===== config.mk =====
export PLATFORM = sky130hd
export DESIGN_NAME = csc_queue
export DESIGN_NICKNAME = d
export VERILOG_FILES = /design/src/rtl/csc_queue.sv
export SDC_FILE = /design/constraint.sdc
export NUM_CORES = 1
export LEC_CHECK = 0
export BUFFER_PORTS_ARGS = -buffer_cell sky130_fd_sc_hd__buf_2
export CORE_MARGIN = 3
export CORE_UTILIZATION = 50
export DETAILED_ROUTE_END_ITERATION = 12
export GPL_ROUTABILITY_DRIVEN = 0
export PLACE_DENSITY = 0.78
export SYNTH_ARGS = -nofsm -noshare
export SYNTH_HDL_FRONTEND = slang
export SYNTH_SLANG_ARGS = --single-unit
export TNS_END_PERCENT = 20

===== constraint.sdc =====
create_clock -name clock -period 2.4 [get_ports clock]
set_clock_uncertainty 0.05 [all_clocks]
set_input_delay 0.24 -clock clock [delete_from_list [all_inputs] [get_ports clock]]
set_output_delay 0.24 -clock clock [all_outputs]
set_load 0.03 [all_outputs]

===== src/rtl/csc_queue.sv =====
module csc_queue #(
   parameter int W = 8,
   parameter int DEPTH = 4
) (
   input  logic         clock,
   input  logic         reset,
   input  logic         push,
   input  logic [W-1:0] din,
   output logic         full,
   input  logic         pop,
   output logic [W-1:0] dout,
   output logic         empty
);

   localparam int PW = $clog2(DEPTH);

   logic [W-1:0] mem_ff [DEPTH];
   logic [PW-1:0] wr_ff, wr_in, rd_ff, rd_in;
   logic [PW:0] count_ff, count_in;
   logic do_push, do_pop;

   always_comb begin
      full = (count_ff == (PW+1)'(DEPTH));
      empty = (count_ff == '0);
      do_push = push && !full;
      do_pop = pop && !empty;
      wr_in = do_push ? wr_ff + PW'(1) : wr_ff;
      rd_in = do_pop ? rd_ff + PW'(1) : rd_ff;
      count_in = count_ff + (PW+1)'(do_push) - (PW+1)'(do_pop);
      dout = mem_ff[rd_ff];
   end

   always_ff @(posedge clock) begin
      if (reset) begin
         wr_ff <= '0;
         rd_ff <= '0;
         count_ff <= '0;
      end else begin
         wr_ff <= wr_in;
         rd_ff <= rd_in;
         count_ff <= count_in;
      end
   end

   always_ff @(posedge clock) begin
      if (do_push) begin
         mem_ff[wr_ff] <= din;
      end
   end

endmodule


==> metrics.cfg <==
[run_status]
outcome=finished clean

[clock_tree]
cts_tree=yes
clock-sinks=41
post_cts_buffers=0
ctsHoldBuffers=0
clock_latency_ns=0.33
cts_buffer_depth=2
root_buffer=clkbuf_4
cts_max_level=2
cts_buffers=5
cts_resized=0
path_clk_slew_ns=0.11

[worst_setup_path]
path_buf_inv=2
cpLargestDelayFamily=adder cells
cp_max_fo=6
critical-path-max-stage-delay_ns=0.38
cp.required_ns=2.59
crit_arrival_ns=2.40
path_cells=nor3b_2 > nor2_2 > inv_1 > ha_1 > inv_1 > ha_1 > fa_1 > xnor2_1 > xnor2_1 > nor2_1
worst-setup-path-type=flop to flop
cp-end-kind=flop
cp-start-kind=flop
slowest_stage=fa_1

[layout]
antenna_cells=0
final_util=0.604
fin_area_um2=1860
fin_cells=163
fin_nets=137
fill_cells=241
drive_above_1_share=0.336
area_growth_pct=13.7

[floorplan]
die_height_um=63.2
die_area_um2=3990
core_um2=3080
rows=20
initial_core_util=0.531
ios=22
die_x_um=63.2

[timing]
setup_tns_ns=0
worstMarginPinSlew_ns=0.551
fmax_mhz=453
setup_viol=0
slew_headroom=0.632
rsz0062_at_grt=no
fin_crit_sh=0.920
slew_viol_final=0
hold_viol=0
fin_crit_ns=2.21

[pwr]
sw_frac_of_total=0.315
ir_worst_vdd_v=0.000577
combPwrFrac=0.290
cellInternalPower_w=0.00132
p_sw_w=0.000609
p_leak_nw=0.677
clkPwrFrac=0.216
seqPwrFrac=0.494
power-per-cell-area_nw_per_um2=1040

[global_route]
grt_use_total=0.131
antenna_found_initial=0
grt_pass1_vias=805
grt_first_pass_wirelength_mm=3.78
gr-total-overflow=0
grt_max_degree=13

[yosys]
syn_avg_cell_area_um2=17.6
synth_nets=112
async_flop_share=0
synth-seq-cells=41
yosysSeqAreaShare=0.698
synth-edff-count=32
synthFlopType=edfxtp_1
synth_cells=93
synth_area_um2=1630
ys_warn_count=0
synth.distinct_cells=24

[route]
dr_total_vias=804
dr.first_iter.drc_count=30
dr.pass1.iters=4
ant_nets=0
wl_per_cell_um=14.6
viasPerCell=4.93
drt-total-wl_mm=2.38
route.detailed.drc=0

[placement]
placed_area_um2=1780
place_hpwl_mm=1.70
dp_cells=155
place.port_buffers=21

[job]
cap_viol_max_count=0

[hold_path]
hold_class=input port to flop

-- path summary, 6_finish.rpt --
| path | startpoint | endpoint | slack [ns] | cells past startpoint |
|---|---|---|---|---|
| min | din[7] | mem_ff[2][7] | 0.07 | 1 |
| max | count_ff[2] | count_ff[2] | 0.19 | 10 |
| min reg2reg | wr_ff[1] | wr_ff[1] | 0.48 | 2 |
| max reg2reg | count_ff[2] | count_ff[2] | 0.19 | 10 |
-- stage by stage --
step | hold slack [ns] | worst slack (ns) | power (W)
3_3_place_gp | 0.399 | 0.264 | 0.00152
2_1_floorplan | 0.289 | 0.0509 | 0.00139
6_report | 0.0680 | 0.191 | 0.00193
5_1_grt | 0.0399 | 0.0292 | 0.00204
4_1_cts | 0.0547 | 0.150 | 0.00195
3_5_place_dp | 0.417 | 0.176 | 0.00154
-- routing by layer --
metal,GRT usage,part of all wire,vias to the layer above
li1,-,-,392
met1,0.155,0.42,384
met2,0.215,0.50,23
met3,0.0410,0.056,5
met4,0.0661,0.019,0
met5,0,0,-
-- worst reg2reg max path, delay by kind of cell, from the launching register on --
kind	cells	cell delay, ns
AND/OR/NAND/NOR	3	0.43
flip-flops	1	0.37
buffers and inverters	2	0.11
adder cells (fa/ha/maj)	3	0.84
XOR/XNOR	2	0.32
-- placed cells by master (no fill, tap or decap), drive strengths merged, types with 2 or more instances in the layout --
cell type   n
inv         8
nor2b       2
clkbuf      6
nand2b      2
ha          6
or3         2
and2        4
xnor2       2
a21oi       2
o21ai       2
dfxtp       9
mux4        8
nor2        4
edfxtp     32
buf        21
-- power groups by stage --
stage | Sequential, W | Clock (W) | Combinational [W]
after global placement | 0.000968 | 0 | 0.000557
final | 0.000955 | 0.000417 | 0.000559
after global routing | 0.000970 | 0.000459 | 0.000609
after floorplan | 0.000918 | 0 | 0.000477
after detailed placement | 0.000975 | 0 | 0.000567
after CTS | 0.000959 | 0.000427 | 0.000569
-- synthesized netlist by cell type, types with 2 or more instances --
master	n	area [um^2]
inv_1	8	30.0
dfxtp_1	9	180
o21ai_0	2	10.0
or3_1	2	12.5
nor2b_1	2	12.5
a21oi_1	2	10.0
edfxtp_1	32	961
ha_1	6	75.1
nand2b_1	2	12.5
nor2_1	3	11.3
xnor2_1	2	17.5
and2_1	4	25.0
mux4_2	8	180
-- layout make-up --
type	count	area, um^2	share of cell area
tap	44	55.1	0.0296
clock buffer	6	41.3	0.0222
multi-input combinational	41	450	0.242
sequential	41	1140	0.615
clock inverter	2	33.8	0.0182
timing repair buffer	21	105	0.0566
inverter	8	30.0	0.0162
-- flip-flops by register name, indices dropped and copies added, names as in the netlist, named ones only --
name,cells
count_ff,3
mem_ff,32
rd_ff,2
wr_ff,2
-- cell families (layout without fill, tap and decap cells) --
| logic type | Yosys count | in the layout | share of synthesized area |
|---|---|---|---|
| AOI/OAI and AO/OA | 5 | 5 | 0.0199 |
| and+or+nand+nor | 17 | 17 | 0.0651 |
| DFF | 41 | 41 | 0.698 |
| adders and majority gates | 7 | 7 | 0.0582 |
| xor gates and xnor gates | 3 | 3 | 0.0161 |
| buffers and inverters | 11 | 37 | 0.0260 |
| muxes | 9 | 9 | 0.116 |
(Power assumes the default switching activity.)
